<file path="config.mk">
export PLATFORM = sky130hd
export DESIGN_NAME = integer_to_ascii_radix_core
export DESIGN_NICKNAME = d
export VERILOG_FILES = /design/src/design/itoa_pkg.sv /design/src/design/itoa_ram.sv /design/src/design/integer_to_ascii_radix_core.sv
export SDC_FILE = /design/constraint.sdc
export NUM_CORES = 1
export LEC_CHECK = 0
export ABC_CLOCK_PERIOD_IN_PS = 5700
export BUFFER_PORTS_ARGS = -buffer_cell sky130_fd_sc_hd__buf_2
export CAP_MARGIN = 15
export CORE_ASPECT_RATIO = 1.4
export CORE_MARGIN = 8
export CORE_UTILIZATION = 35
export CTS_CLUSTER_DIAMETER = 150
export DETAILED_ROUTE_END_ITERATION = 12
export PLACE_DENSITY = 0.49
export SYNTH_ARGS = -nofsm -noshare
export SYNTH_HDL_FRONTEND = slang
export SYNTH_SLANG_ARGS = --single-unit
</file>
<file path="constraint.sdc">
create_clock -name clk -period 5.7 [get_ports clk]
set_clock_uncertainty 0.2 [all_clocks]
set_input_delay 0.285 -clock clk [delete_from_list [all_inputs] [get_ports clk]]
set_output_delay 0.285 -clock clk [all_outputs]
set_load 0.03 [all_outputs]
</file>
<file path="src/design/itoa_pkg.sv">
// Shared types, constants and the digit-to-character function for the radix converter.
package itoa_pkg;

    localparam int VALUE_W        = 32;
    localparam int RADIX_W        = 6;
    localparam int CHAR_W         = 8;
    localparam int VALUE_BITS_DEF = 32;
    localparam int MAX_DIGITS_DEF = 32;

    localparam logic [CHAR_W-1:0]  CH_MINUS    = 8'h2D;
    localparam logic [CHAR_W-1:0]  CH_ZERO     = 8'h30;
    localparam logic [CHAR_W-1:0]  CH_LETTER   = 8'h61;
    localparam logic [RADIX_W-1:0] DEC_RADIX   = 6'd10;
    localparam logic [RADIX_W-1:0] TOP_NUMERAL = 6'd9;
    localparam logic [RADIX_W-1:0] RADIX_MIN   = 6'd2;
    localparam logic [RADIX_W-1:0] RADIX_MAX   = 6'd36;

    typedef struct packed {
        logic [VALUE_W-1:0] value;
        logic [RADIX_W-1:0] radix;
        logic               signed_mode;
    } in_word_t;

    typedef struct packed {
        logic [CHAR_W-1:0] character;
        logic              last;
    } out_word_t;

    // Map a digit value to its lower-case ASCII numeral.
    function automatic logic [CHAR_W-1:0] digit_char(input logic [RADIX_W-1:0] d);
        logic [CHAR_W-1:0] d_ext;
        d_ext = CHAR_W'(d);
        if (d > TOP_NUMERAL)
        begin
            return d_ext - CHAR_W'(DEC_RADIX) + CH_LETTER;
        end
        return d_ext + CH_ZERO;
    endfunction

endpackage

</file>
<file path="src/design/itoa_ram.sv">
// Generic single-write, single-read RAM with registered read data.
module itoa_ram #(
    parameter int WIDTH = 8,
    parameter int DEPTH = 32
) (
    input  logic                     clk,
    input  logic                     wr_en,
    input  logic [$clog2(DEPTH)-1:0] wr_addr,
    input  logic [WIDTH-1:0]         wr_data,
    input  logic                     rd_en,
    input  logic [$clog2(DEPTH)-1:0] rd_addr,
    output logic [WIDTH-1:0]         rd_data
);

    logic [WIDTH-1:0] mem_reg [DEPTH];
    logic [WIDTH-1:0] rd_data_reg;

    always_ff @(posedge clk)
    begin
        if (wr_en)
        begin
            mem_reg[wr_addr] <= wr_data;
        end
        if (rd_en)
        begin
            rd_data_reg <= mem_reg[rd_addr];
        end
    end

    assign rd_data = rd_data_reg;

endmodule

</file>
<file path="src/design/integer_to_ascii_radix_core.sv">
// Top level of the integer to ASCII radix converter.
//
// Usage: present a word on src_word (value, radix, signed_mode) with
// src_valid; it is taken at a clock edge where src_valid is high and
// src_stall is low. The block then emits the text of the number on
// dst_word, one ASCII character per word, most significant digit first,
// with last set on the final character. A leading '-' appears only for a
// negative value in signed mode and radix 10. Radix is clamped to 2..36.
//
// Timing: one item is in flight at a time; src_stall stays high from
// acceptance until the final character is loaded into the output
// register. Each digit comes out of the bit-serial restoring divider
// (one quotient bit per cycle). Every digit character then passes
// through the digit RAM's registered read port (states S_READ and
// S_LOAD), after a minus sign from S_SIGN when the value is negative.
//
// Reset clears the sequencer and the output valid; the digit RAM is not
// cleared. When the receiver stalls, the output word holds and the
// sequencer waits before loading the next character.
module integer_to_ascii_radix_core #(
    parameter int VALUE_BITS = itoa_pkg::VALUE_BITS_DEF,
    parameter int MAX_DIGITS = itoa_pkg::MAX_DIGITS_DEF
) (
    input  logic                clk,
    input  logic                rst_n,
    input  logic                src_valid,
    output logic                src_stall,
    input  itoa_pkg::in_word_t  src_word,
    output logic                dst_valid,
    input  logic                dst_stall,
    output itoa_pkg::out_word_t dst_word
);

    import itoa_pkg::*;

    localparam int BC_W  = $clog2(VALUE_BITS);
    localparam int AW    = $clog2(MAX_DIGITS);
    localparam int CNT_W = $clog2(MAX_DIGITS + 1);
    localparam int CP_W  = (VALUE_BITS < VALUE_W) ? VALUE_BITS : VALUE_W;

    typedef enum logic [4:0] {
        S_IDLE = 5'b00001,
        S_DIV  = 5'b00010,
        S_SIGN = 5'b00100,
        S_READ = 5'b01000,
        S_LOAD = 5'b10000
    } state_t;

    state_t               state_reg, state_next;
    logic [VALUE_BITS-1:0] q_reg, q_next;
    logic [RADIX_W-1:0]   r_reg, r_next;
    logic [RADIX_W-1:0]   radix_reg, radix_next;
    logic [BC_W-1:0]      bit_reg, bit_next;
    logic [CNT_W-1:0]     cnt_reg, cnt_next;
    logic [AW-1:0]        idx_reg, idx_next;
    logic                 neg_reg, neg_next;
    logic                 dst_valid_reg, dst_valid_next;
    out_word_t            dst_word_reg, dst_word_next;

    // Input decode
    logic [VALUE_BITS-1:0] v_in;
    logic [RADIX_W-1:0]    radix_in;
    logic                  neg_in;

    // Divider step
    logic [RADIX_W:0]      trial;
    logic                  ge;
    logic [RADIX_W-1:0]    r_step;
    logic [VALUE_BITS-1:0] q_step;
    logic                  last_bit;

    // RAM hookup
    logic                  wr_en;
    logic [CHAR_W-1:0]     wr_data;
    logic                  rd_en;
    logic [CHAR_W-1:0]     rd_data;
    logic                  out_free;

    itoa_ram #(
        .WIDTH (CHAR_W),
        .DEPTH (MAX_DIGITS)
    ) u_digits (
        .clk     (clk),
        .wr_en   (wr_en),
        .wr_addr (cnt_reg[AW-1:0]),
        .wr_data (wr_data),
        .rd_en   (rd_en),
        .rd_addr (idx_reg),
        .rd_data (rd_data)
    );

    assign src_stall = (state_reg != S_IDLE);
    assign dst_valid = dst_valid_reg;
    assign dst_word  = dst_word_reg;
    assign out_free  = !dst_valid_reg || !dst_stall;

    always_comb
    begin
        v_in = VALUE_BITS'(src_word.value[CP_W-1:0]);
        if (src_word.radix < RADIX_MIN)
        begin
            radix_in = RADIX_MIN;
        end
        else if (src_word.radix > RADIX_MAX)
        begin
            radix_in = RADIX_MAX;
        end
        else
        begin
            radix_in = src_word.radix;
        end
        neg_in = src_word.signed_mode && (radix_in == DEC_RADIX) && v_in[VALUE_BITS-1];
    end

    // One restoring-division step: shift in the next quotient bit.
    always_comb
    begin
        trial    = {r_reg, q_reg[VALUE_BITS-1]};
        ge       = (trial >= {1'b0, radix_reg});
        r_step   = ge ? RADIX_W'(trial - {1'b0, radix_reg}) : RADIX_W'(trial);
        q_step   = {q_reg[VALUE_BITS-2:0], ge};
        last_bit = (bit_reg == BC_W'(VALUE_BITS - 1));
        wr_data  = digit_char(r_step);
    end

    always_comb
    begin
        state_next     = state_reg;
        q_next         = q_reg;
        r_next         = r_reg;
        radix_next     = radix_reg;
        bit_next       = bit_reg;
        cnt_next       = cnt_reg;
        idx_next       = idx_reg;
        neg_next       = neg_reg;
        dst_valid_next = dst_valid_reg;
        dst_word_next  = dst_word_reg;
        wr_en          = 1'b0;
        rd_en          = 1'b0;

        // Drop the output word once the receiver takes it.
        if (!dst_stall)
        begin
            dst_valid_next = 1'b0;
        end

        case (state_reg)
            S_IDLE:
            begin
                if (src_valid)
                begin
                    radix_next = radix_in;
                    neg_next   = neg_in;
                    q_next     = neg_in ? (~v_in + VALUE_BITS'(1)) : v_in;
                    r_next     = '0;
                    bit_next   = '0;
                    cnt_next   = '0;
                    state_next = S_DIV;
                end
            end
            S_DIV:
            begin
                q_next   = q_step;
                r_next   = r_step;
                bit_next = bit_reg + BC_W'(1);
                if (last_bit)
                begin
                    // Digit complete: store it, then divide again or emit.
                    wr_en    = 1'b1;
                    cnt_next = cnt_reg + CNT_W'(1);
                    r_next   = '0;
                    bit_next = '0;
                    if ((q_step == '0) || (cnt_reg >= CNT_W'(MAX_DIGITS - 1)))
                    begin
                        idx_next   = cnt_reg[AW-1:0];
                        state_next = neg_reg ? S_SIGN : S_READ;
                    end
                end
            end
            S_SIGN:
            begin
                if (out_free)
                begin
                    dst_valid_next          = 1'b1;
                    dst_word_next.character = CH_MINUS;
                    dst_word_next.last      = 1'b0;
                    state_next              = S_READ;
                end
            end
            S_READ:
            begin
                rd_en      = 1'b1;
                state_next = S_LOAD;
            end
            S_LOAD:
            begin
                if (out_free)
                begin
                    dst_valid_next          = 1'b1;
                    dst_word_next.character = rd_data;
                    dst_word_next.last      = (idx_reg == '0);
                    if (idx_reg == '0)
                    begin
                        state_next = S_IDLE;
                    end
                    else
                    begin
                        idx_next   = idx_reg - AW'(1);
                        state_next = S_READ;
                    end
                end
            end
            default:
            begin
                state_next = S_IDLE;
            end
        endcase
    end

    always_ff @(posedge clk or negedge rst_n)
    begin
        if (!rst_n)
        begin
            state_reg     <= S_IDLE;
            dst_valid_reg <= 1'b0;
        end
        else
        begin
            state_reg     <= state_next;
            dst_valid_reg <= dst_valid_next;
        end
    end

    // Datapath registers: hold until the sequencer advances them.
    always_ff @(posedge clk)
    begin
        q_reg        <= q_next;
        r_reg        <= r_next;
        radix_reg    <= radix_next;
        bit_reg      <= bit_next;
        cnt_reg      <= cnt_next;
        idx_reg      <= idx_next;
        neg_reg      <= neg_next;
        dst_word_reg <= dst_word_next;
    end

endmodule

</file>
# --- Word-level counts from Yosys, hierarchy flattened ---
# Memories as Yosys holds them, arrays and structs flattened. A register that Yosys moved wholly into a read port is not among the register bits.
# Cells that the tools add are included.
# W data, S select, Z words.
totals:
  wordCells: 99
  in_bits: 43
  ramBits: 256
  regBits: 76
  memories: 1
  out_inout_bits: 11
op_classes:
  n_addsub: 8
  bitwise: 1
  reduce_logical: 18
  order_cmp: 5
  eq_ne: 14
  mux: 41
memory_table:
  columns: ["name", "words", "word_bits", "rd", "rd_clocked_by_memory_dff", "wr", "line_no", "text"]
  rows:
  - ["u_digits.mem_reg", 32, 8, 1, 1, 1, "itoa_ram.sv:15", "logic [WIDTH-1:0] mem_reg [DEPTH];"]
ops:
  columns: ["op", "count"]
  rows:
  - ["$mux W32", 2]
  - ["$pmux W32 S2", 1]
  - ["$mux W5", 11]
  - ["$mux W6", 6]
  - ["$add A32 B1 Y32 const B", 1]
  - ["$logic_not A32 Y1", 1]
  - ["$not A32 Y32", 1]
  - ["$pmux W5 S5", 1]
  - ["$pmux W6 S2", 2]
  - ["$pmux W5 S2", 2]
  - ["$mux W9", 2]
  - ["$pmux W9 S2", 1]
  - ["$mux W8", 2]
  - ["$ne A2 B2 Y1 const B", 6]
  - ["$eq A5 B5 Y1 const B", 2]
  - ["$reduce_and A5 Y1", 2]
  - ["$mux W1", 9]
  - ["$add A8 B7 Y8 const B", 1]
  - ["$mux W4", 2]
  - ["$add A6 B6 Y7 const B", 1]
  - ["$ge A7 B6 Y1", 1]
  - ["$sub A6 B4 Y7 const B", 1]
  - ["$add A6 B1 Y6 const B", 1]
  - ["$eq A6 B4 Y1 const B", 1]
  - ["other kinds (20)", 27]

# --- Depth between registers and ports, before layout ---
# Gate-level depths: netlist of the first run.
depth:
  word_depth: 9
  mapped_depth: 16
  mapped_depth_nobuf: 15

# --- Modules after synthesis ---
# Synthesis of the first run repeated with hierarchy kept, for this count alone.
hier_totals:
  cells_unflattened: 871
  hier_area_um2: 14744.1
modules_own_cells:
  columns: ["mod", "cells_per_inst", "area_per_inst_um2", "instances", "seq_area_each_um2"]
  rows:
  - ["itoa_ram", 417, 10133.5, 1, 7927.6]
  - ["integer_to_ascii_radix_core", 454, 4610.7, 1, 2253.4]

# --- Least setup slack after synthesis of the first run ---
# Ideal clock, no wire load.
synth_path:
  kind: "reg2reg"
  startpoint: "register r_reg[3]"
  endpoint: "memory u_digits.mem_reg[0][7] (data pin)"
  setup_ns: 0.445
  setup_slack_ns: 1.171
  t_arrival_ns: 3.885
  required_ns: 5.055
  stages_incl_launch_ff: 14
  n_path_buf: 1
  cell_sequence: "edfxtp_1 > ha_1 > a21o_1 > a211oi_2 > o21a_1 > buf_2 > mux2i_1 > ha_1 > nand2_1 > nor2_1 > a21oi_1 > nor2_1 > and4b_1 > nor3_1"
synth_between:
  elab_chain_cells: 6
synth_lines:
  columns: ["item", "line_no", "text"]
  rows:
  - ["start: declaration", "integer_to_ascii_radix_core.sv:51", "logic [RADIX_W-1:0] r_reg, r_next;"]
  - ["start signal: assignment", "integer_to_ascii_radix_core.sv:238", "r_reg <= r_next;"]
  - ["$sub A6 B6 Y6 / $ge A7 B6 Y1 (equally long branches)", "integer_to_ascii_radix_core.sv:120, integer_to_ascii_radix_core.sv:119", null]
  - ["$mux W6 (*)", "integer_to_ascii_radix_core.sv:120", "r_step = ge ? RADIX_W'(trial - {1'b0, radix_reg}) : RADIX_W'(trial);"]
  - ["$sub A6 B4 Y7", "itoa_pkg.sv:35", "return d_ext - CHAR_W'(DEC_RADIX) + CH_LETTER;"]
  - ["$add A8 B7 Y8", "itoa_pkg.sv:35", null]
  - ["$mux W8", "itoa_pkg.sv:33", "if (d > TOP_NUMERAL)"]
  - ["$mux W8 (*)", "itoa_pkg.sv:37", "return d_ext + CH_ZERO;"]
  - ["net u_digits.wr_data[7]", "itoa_ram.sv:9", "input logic [WIDTH-1:0] wr_data,"]
  - ["end: declaration", "itoa_ram.sv:15", null]
# Mark *: on every way through the listed nets, which the timed path passes. The rest lies on a longest branch. The select of a mux whose other input is x is not followed.

# --- Final worst setup path of the first run ---
layout_path:
  startpoint: "register r_reg[1]"
  endpoint: "memory u_digits.mem_reg[13][5] (data pin)"
# The elaborated chain is that of the path after synthesis.

==> results.txt, run 1 <==
clock insertion delay at the later pin of the skew report: 0.53 ns
Initial Util: 35.16%
Slew @ Worst Pin: 1.149 ns
vias: 8,254
met3 wire len: 1.332 mm
clock buffer depth: 3
Hold Path End: q_reg[28]$_DFFE_PP_
Top Metal Used: met4
Post-CTS Hold Buffers: 40
top post-synthesis cells by area: edfxtp_1 (67%), mux4_2 (12%), nor2_1 (2.0%)
status: finished, final reports clean
Slew headroom: 23.13%
largest net degree at the start of global routing: 60
final hold vios: 0
global route overflow: 0
Worst Hold Slack: 0.02660 ns
worst hold path class: in -> reg
Crit Path Max Fanout: 17
mean post-synth cell area: 16.31 µm²
PD cells: 625.8 nW/µm²
postcts setup bufs: 0
vias in the first global route: 8,950
Cells after Synth: 920
main flop type after synthesis: edfxtp_1
M1 wire length: 14.53 mm
multi-input logic area: 4566 µm²
post-cts resize count: 0
nets: 1,108
clock slew at reported path FFs: 0.06 ns
WL/cell: 21.67 µm
routability congestion estimate: 0.7318
crit-path cells: ha_1 -> a21o_1 -> a31oi_1 -> o21a_1 -> buf_4 -> mux2i_1 -> ha_1 -> nand2_1 -> nor2_1 -> a21oi_1 -> nor2_1 -> and4b_1 -> xnor2_1 -> mux2i_2 -> buf_4
Fillers: 3,847
share of cells above drive strength 1: 23.58%
minimum clock period after layout: 4.433 ns
antenna viol nets, final: 0
worst r2r dst: u_digits.mem_reg[13][5]$_DFFE_PP_
reg-to-reg slack, setup: 1.27 ns
die height: 261.0 µm
fmax: 0.2256 GHz
antenna violations before repair: 1
Vias per Instance: 5.076
slack of the critical path: 1.267 ns
fin crit share: 77.77%
CTS tree: yes
FFs w/ async S/R, synth: 1.765%
port bufs: 53
top cell type's share of synthesized area: 66.84%
io pins: 54
Horiz. Die Dim: 191.0 µm
hpwl dp: 22.74 mm
WS Path Type: reg -> reg
CP max-delay cell: mux2i_2
Tot GR Track Use: 14.35%
WP data required: 5.86 ns
Layout Utilization: 41.67%
DRT iter0 DRCs: 464
Yosys top cell by area: edfxtp_1
P_leak: 5.903 nW
WHS Path Cells: 3
total of max-cap violations: 0
Layout Area Growth over Synthesis: 18.53%
Post-synth EDFFs: 334
global-route wire length before repair: 53.68 mm
Largest register FFs: 256
Yosys warnings: 0
core area: 42,680 µm²
Critical Path Max Stage Delay: 0.63 ns
Peak VDD IR: 0.0005483 V
DR pass1 iterations: 5
number of CTS-inserted buffers: 36
FF-to-FF Start: r_reg[1]$_SDFFCE_PN0P_
Reg2Reg Depth: 15
crit end category: flip-flop
sequential-to-total area share from yosys stat: 67.85%
worst slack at placement: 1.107 ns
Seq cells post-synth: 340
unrepaired setup endpoints after global routing: false
Final Setup Violations: 0
Seq. cell area: 10,180 µm²
FP Rows: 90
syn nets: 983
Worst Min Path Start: src_word[35]
Max Slew Vio Count: 0
synthesized area: 15,000 µm²
Routed WL: 35.23 mm
setup TNS: 0 ns
crit path DAT: 4.60 ns
DRC errors left: 0
metal2 WL: 18.48 mm
Netlist cell types: 65
total clock sinks: 340
root buf cell: clkbuf_16
die area: 49,850 µm²
H-tree depth: 2
Worst Setup Start Kind: flip-flop
worst max-delay path by stage:
stage / to / from / cells after the start
5_1_grt: u_digits.mem_reg[5][5]$_DFFE_PP_ / r_reg[1]$_SDFFCE_PN0P_ / 15
3_5_place_dp: u_digits.mem_reg[5][6]$_DFFE_PP_ / r_reg[1]$_SDFFCE_PN0P_ / 14
3_3_place_gp: u_digits.mem_reg[6][6]$_DFFE_PP_ / r_reg[1]$_SDFFCE_PN0P_ / 14
2_1_floorplan: u_digits.mem_reg[0][7]$_DFFE_PP_ / r_reg[3]$_SDFFCE_PN0P_ / 13
6_report: u_digits.mem_reg[13][5]$_DFFE_PP_ / r_reg[1]$_SDFFCE_PN0P_ / 15
4_1_cts: u_digits.mem_reg[8][6]$_DFFE_PP_ / r_reg[1]$_SDFFCE_PN0P_ / 14
power breakdown:
group          total [mW]  leakage, nW  switching [mW]  internal, mW
combinational        3.61         2.16            2.60          1.01
sequential           4.96         3.12           0.173          4.79
clock                2.55        0.625           0.968          1.58
total                11.1         5.90            3.74          7.39
critical path, delay by kind of cell, from the launching register on:
| family | cells | cell delay, ns |
|---|---|---|
| fa+ha+maj | 2 | 0.71 |
| simple gates | 4 | 0.51 |
| xor+xnor | 1 | 0.14 |
| mux | 2 | 1.11 |
| buf+inv | 2 | 0.51 |
| compound gates | 4 | 0.64 |
| flops | 1 | 0.44 |
final cells by class:
class | instances | area share (%)
sequential | 340 | 57.25
multi-input combinational | 511 | 25.67
clock buffer | 45 | 5.495
timing repair buffer | 129 | 5.375
tap | 552 | 3.883
clock inverter | 21 | 1.745
inverter | 27 | 0.5699
antenna | 1 | 0.01407
cells in the mapped netlist (all sizes together) (11+ instances only):
cell / count
xnor2: 22
a21oi: 21
nand2b: 13
inv: 27
buf: 12
nor3: 12
mux4: 80
nor4: 14
nand2: 56
nor2: 81
edfxtp: 334
ha: 19
xor2: 23
nand3: 11
clkbuf: 30
o21ai: 53
routing by layer:
metal,up-vias,track usage [%]
li1,3839,-
met1,4185,17.09
met2,174,25.97
met3,56,2.331
met4,0,4.642
met5,-,0
cells by family (layout without fill, tap and decap cells):
| family | Yosys count | after routing | synth area share [%] |
|---|---|---|---|
| muxes | 99 | 99 | 13.48 |
| xor gates and xnor gates | 45 | 45 | 2.627 |
| DFF | 340 | 340 | 67.85 |
| buffers and inverters | 69 | 222 | 2.035 |
| other | 0 | 1 | 0 |
| and+or+nand+nor | 237 | 237 | 7.663 |
| AOI/OAI and AO/OA | 108 | 108 | 4.495 |
| adders and majority gates | 22 | 22 | 1.851 |
through the flow:
step	std cells	power, mW	instance area (µm²)
2_1_floorplan	920	7.008	15000
3_3_place_gp	1518	8.538	16080
3_5_place_dp	1518	8.611	16080
4_1_cts	1624	11.19	17770
5_1_grt	1625	11.68	17780
6_report	1626	11.13	17780
cells in the final DEF, fill, tap and decap left out, types with 7 or more instances in the layout:
master / Yosys / layout
a21oi_1: 20 / 20
buf_2: 6 / 53
xor2_1: 23 / 23
clkinv_1: 0 / 8
ha_1: 19 / 19
nor3_1: 12 / 11
nand3_1: 11 / 11
nor2_1: 81 / 81
clkbuf_1: 29 / 7
bufinv_16: 0 / 8
edfxtp_1: 334 / 334
clkbuf_16: 0 / 38
nand2b_1: 13 / 13
and2_1: 9 / 9
inv_1: 27 / 27
nor4_1: 14 / 14
mux4_2: 78 / 78
o21ai_0: 51 / 51
nand2_1: 56 / 55
xnor2_1: 22 / 20
dlygate4sd3_1: 0 / 40
mux2_2: 8 / 8
buf_4: 0 / 34
nor2b_1: 8 / 7
No activity file was read; power rests on OpenSTA's default activity.
==> run 2: changes to the inputs <==
- ABC_CLOCK_PERIOD_IN_PS: 5700 -> 3700
- PLACE_DENSITY: 0.49 -> 0.51
- clock period: 5.7 -> 3.7 ns (I/O delays scaled with it)
==> results.txt, run 2 (synthesis results as in run 1) <==
status: finished, final reports clean
Worst setup startpoint: r_reg[3]$_SDFFCE_PN0P_
FP Rows: 90
DR pass1 iterations: 4
hpwl dp: 22.24 mm
Crit Path Max Fanout: 32
antenna violations before repair: 0
fmax: 0.2811 GHz
FF-to-FF Start: r_reg[3]$_SDFFCE_PN0P_
fin crit share: 96.15%
Fillers: 3,789
fin area: 18,370 µm²
multi-input logic area: 4662 µm²
reg-to-reg slack, setup: 0.14 ns
CP max-delay cell: edfxtp_1
core area: 42,680 µm²
Peak VDD IR: 0.001300 V
CP Buf/Inv Count: 5
Worst Setup Start Kind: flip-flop
Horiz. Die Dim: 191.0 µm
port bufs: 53
clock buffer depth: 3
global route overflow: 0
Initial Util: 35.16%
PD cells: 1023 nW/µm²
Routed WL: 33.14 mm
WHS Path Cells: 2
total of max-cap violations: 0
total clock sinks: 340
largest net degree at the start of global routing: 57
Slew headroom: 55.82%
crit end category: flip-flop
final hold vios: 0
Max Slew Vio Count: 0
H-tree depth: 2
io pins: 54
DRC errors left: 0
Seq. cell area: 10,180 µm²
most frequent cells in the layout: edfxtp_1 (334), nor2_1 (81), buf_4 (80)
Largest register FFs: 256
minimum clock period after layout: 3.557 ns
Layout Area Growth over Synthesis: 22.42%
Critical Path Max Stage Delay: 0.42 ns
area post-placement: 16,600 µm²
clock insertion delay at the later pin of the skew report: 0.54 ns
WS Path Type: reg -> reg
nets: 1,170
die area: 49,850 µm²
vias: 8,362
worst hold path class: in -> reg
root buf cell: clkbuf_16
Top delay family on crit path: compound AO/OA/AOI/OAI gates
Reg2Reg Depth: 14
die height: 261.0 µm
Critical Path Sink: u_digits.mem_reg[30][6]$_DFFE_PP_
worst r2r dst: u_digits.mem_reg[30][6]$_DFFE_PP_
DRT iter0 DRCs: 372
WL/cell: 19.66 µm
Vias per Instance: 4.960
crit-path cells: ha_1 -> a21o_1 -> a211oi_2 -> buf_4 -> o21ai_2 -> buf_6 -> mux2i_2 -> ha_2 -> inv_1 -> a211oi_4 -> o21ai_4 -> buf_4 -> o32a_2 -> buf_12
most frequent CP cell: buf_4
global-route wire length before repair: 51.33 mm
P_leak: 6.213 nW
clock slew at reported path FFs: 0.06 ns
Final Setup Violations: 0
antenna viol nets, final: 0
CP Depth: 14
crit path DAT: 3.62 ns
Slew @ Worst Pin: 0.6627 ns
Tot GR Track Use: 13.46%
Layout Utilization: 43.04%
commonest non-fill, non-tap cell in the layout: edfxtp_1
number of CTS-inserted buffers: 35
diode count: 0
WP data required: 3.76 ns
share of cells above drive strength 1: 28.22%
CTS tree: yes
routability congestion estimate: 0.7577
vias in the first global route: 8,896
[run 2: changes by cell type in the layout (fill, tap and decap cells not counted), sizes merged]
cell	previous run	this run
diode	1	0
clkinvlp	0	3
inv	28	29
buf	89	146
mux2i	10	11
dlygate4sd3	40	45
clkbuf	45	42
bufinv	8	5
[run 2: cell type report]
| cell class | instances | area share [%] |
|---|---|---|
| tap | 552 | 3.760 |
| clock buffer | 42 | 5.027 |
| clock inverter | 22 | 1.369 |
| inverter | 27 | 0.5517 |
| sequential | 340 | 55.43 |
| multi-input combinational | 512 | 25.38 |
| timing repair buffer | 191 | 8.487 |
[run 2: repair_timing]
action / 4_1_cts / 5_1_grt
hold endpoints to repair: 59 / 0
cloned: 1 / 0
pin swaps: 3 / 4
hold buffers: 45 / 0
buffers inserted: 2 / 2
endpoints found under the setup margin: 96 / 186
gates resized for setup: 5 / 9
[run 2: worst min path at each step]
stage / from / to / slack [ns]
after floorplan: rst_n / dst_valid$_DFF_PN0_ / -0.31
after global placement: rst_n / dst_valid$_DFF_PN0_ / -0.18
after detailed placement: rst_n / dst_valid$_DFF_PN0_ / -0.18
after CTS: src_word[6] / radix_reg[5]$_DFFE_PP_ / 0.22
after global routing: src_word[6] / radix_reg[5]$_DFFE_PP_ / 0.24
final: src_word[6] / radix_reg[5]$_DFFE_PP_ / 0.24
[run 2: through the flow]
stage               setup WS, ns  hold WS, ns  TNS (ns)  total power [mW]  std cells
detailed placement       -0.1415      -0.1801    -7.293             14.29       1572
global route            -0.01293       0.2385   -0.2116             19.78       1686
global placement        -0.03040      -0.1791    -1.138             14.17       1572
CTS                      0.01851       0.2192         0             18.60       1684
finish                    0.1426       0.2362         0             18.79       1686
floorplan                -0.2642      -0.3106    -15.78             11.08        920
[run 2: power breakdown]
| group | internal [mW] | switching, mW | total [mW] |
|---|---|---|---|
| clock | 2.14 | 1.47 | 3.62 |
| combinational | 2.94 | 4.64 | 7.58 |
| sequential | 7.34 | 0.258 | 7.59 |
[run 2: routing by layer]
layer  share of wire, %  GRT usage (%)  vias to the layer above
met5                  0              0                        -
met1                 40          15.45                     4222
met3                3.7          2.571                       39
met4                1.8          3.454                        0
met2                 54          25.15                      127
li1                   -              -                     3974
==> run 3: changes to the inputs <==
- PLACE_DENSITY: 0.51 -> 0.57
==> results.txt, run 3 (synthesis results as in run 1) <==
Hold Path End: q_reg[31]$_DFFE_PP_
Horiz. Die Dim: 191.0 µm
die area: 49,850 µm²
port bufs: 53
number of CTS-inserted buffers: 34
Reg2Reg Depth: 15
FF-to-FF Start: q_reg[31]$_DFFE_PP_
met2 GRT Util: 23.90%
die height: 261.0 µm
worst hold path class: in -> reg
vias in the first global route: 8,959
status: finished, final reports clean
FP Rows: 90
Final Non-Filler Cells: 1,674
Crit Path Max Fanout: 8
DP Cell Count: 1,558
hpwl dp: 21.34 mm
global-route wire length before repair: 50.25 mm
largest net degree at the start of global routing: 59
crit path DAT: 3.58 ns
WHS Path Cells: 5
WP data required: 3.75 ns
vias: 8,357
CTS tree: yes
PD cells: 1028 nW/µm²
clock insertion delay at the later pin of the skew report: 0.52 ns
clock slew at reported path FFs: 0.06 ns
reg-to-reg slack, setup: 0.17 ns
met1 Use GR: 14.94%
fin area: 18,290 µm²
Worst Setup Start Kind: flip-flop
Slew headroom: 48.30%
fmax: 0.2830 GHz
Largest register FFs: 256
DRC errors left: 0
Routed WL: 32.42 mm
root buf cell: clkbuf_16
Slew @ Worst Pin: 0.7726 ns
total clock sinks: 340
DR pass1 iterations: 8
setup TNS: 0 ns
antenna viol nets, final: 0
most frequent CP cell: inv_1
diode count: 0
minimum clock period after layout: 3.533 ns
CP max-delay cell: o32a_4
Critical Path Max Stage Delay: 0.42 ns
clock buffer depth: 3
most frequent cells in the layout: edfxtp_1 (334), nor2_1 (81), mux4_2 (78)
share of cells above drive strength 1: 28.34%
Worst Min Path Start: src_word[0]
antenna violations before repair: 0
fin crit share: 95.49%
commonest non-fill, non-tap cell in the layout: edfxtp_1
Layout Area Growth over Synthesis: 21.89%
final hold vios: 0
area post-placement: 16,500 µm²
total of max-cap violations: 0
io pins: 54
WS Path Type: reg -> reg
Initial Util: 35.16%
core area: 42,680 µm²
worst r2r dst: u_digits.mem_reg[16][6]$_DFFE_PP_
routability congestion estimate: 0.7777
Peak VDD IR: 0.0009779 V
Tot GR Track Use: 13.05%
met3 Use GR: 2.212%
global route overflow: 0
P_leak: 6.157 nW
Max Slew Vio Count: 0
nets: 1,161
crit-path cells: inv_1 -> buf_4 -> ha_1 -> inv_1 -> fa_2 -> a21o_1 -> a21oi_1 -> xnor2_1 -> mux2i_2 -> ha_2 -> inv_1 -> a211oi_4 -> o21ai_4 -> buf_12 -> o32a_4
DRT iter0 DRCs: 509
WL/cell: 19.37 µm
H-tree depth: 2
busiest grt layer: met2
crit end category: flip-flop
Vias per Instance: 4.992
Final Setup Violations: 0
==> run 3: timing repair <==
action	CTS	global route
gates resized for setup	6	17
pin swaps	0	9
setup buffers	0	7
endpoints found under the hold margin	58	0
hold buffers	45	0
cloned	1	3
setup endpoints to repair	64	256
==> run 3: metrics by stage <==
step | power (mW) | util, % | setup slack, ns | hold slack, ns
2_1_floorplan | 11.08 | - | -0.2642 | -0.3106
3_3_place_gp | 13.91 | 38.65 | -0.06557 | -0.1789
3_5_place_dp | 14.08 | 38.65 | -0.1187 | -0.1771
4_1_cts | 17.97 | 42.32 | 0.01695 | 0.2462
5_1_grt | 19.75 | 42.85 | -0.01508 | 0.2691
6_report | 18.79 | 42.85 | 0.1669 | 0.2274
==> run 3: layout make-up <==
class | count | area, µm²
Clock buffer | 39 | 890.9
Clock inverter | 21 | 168.9
Fill cell | 3762 | 24390
Inverter | 27 | 101.3
Multi-Input combinational cell | 515 | 4776
Sequential cell | 340 | 10180
Tap cell | 552 | 690.7
Timing Repair Buffer | 180 | 1480
==> run 3: power by group <==
group | switching, mW | total [mW] | internal, mW
Combinational | 4.84 | 7.92 | 3.08
Clock | 1.42 | 3.30 | 1.88
Sequential | 0.237 | 7.57 | 7.34
Total | 6.50 | 18.8 | 12.3
==> run 3: worst max path at each step <==
stage / from / to / slack (ns) / cells past startpoint
finish: q_reg[31]$_DFFE_PP_ / u_digits.mem_reg[16][6]$_DFFE_PP_ / 0.17 / 15
global route: q_reg[31]$_DFFE_PP_ / u_digits.mem_reg[19][6]$_DFFE_PP_ / -0.02 / 13
CTS: r_reg[3]$_SDFFCE_PN0P_ / u_digits.mem_reg[20][5]$_DFFE_PP_ / 0.02 / 11
detailed placement: r_reg[3]$_SDFFCE_PN0P_ / u_digits.mem_reg[10][6]$_DFFE_PP_ / -0.12 / 12
global placement: r_reg[3]$_SDFFCE_PN0P_ / u_digits.mem_reg[10][6]$_DFFE_PP_ / -0.07 / 12
floorplan: r_reg[3]$_SDFFCE_PN0P_ / u_digits.mem_reg[0][4]$_DFFE_PP_ / -0.26 / 12
==> run 3: critical path: cells and delay by family (launching register included) <==
kind	cells	cell delay (ns)
buffers and inverters	5	0.49
AOI/OAI and AO/OA	5	1.14
DFF	1	0.38
muxes	1	0.21
xor gates and xnor gates	1	0.12
adders and majority gates	3	0.73
==> run 3: routing by layer <==
metal | up-vias | share of wire (%)
met1 | 4166 | 39
met5 | - | 0
met2 | 182 | 53
li1 | 3955 | -
met4 | 0 | 3.1
met3 | 54 | 4.1
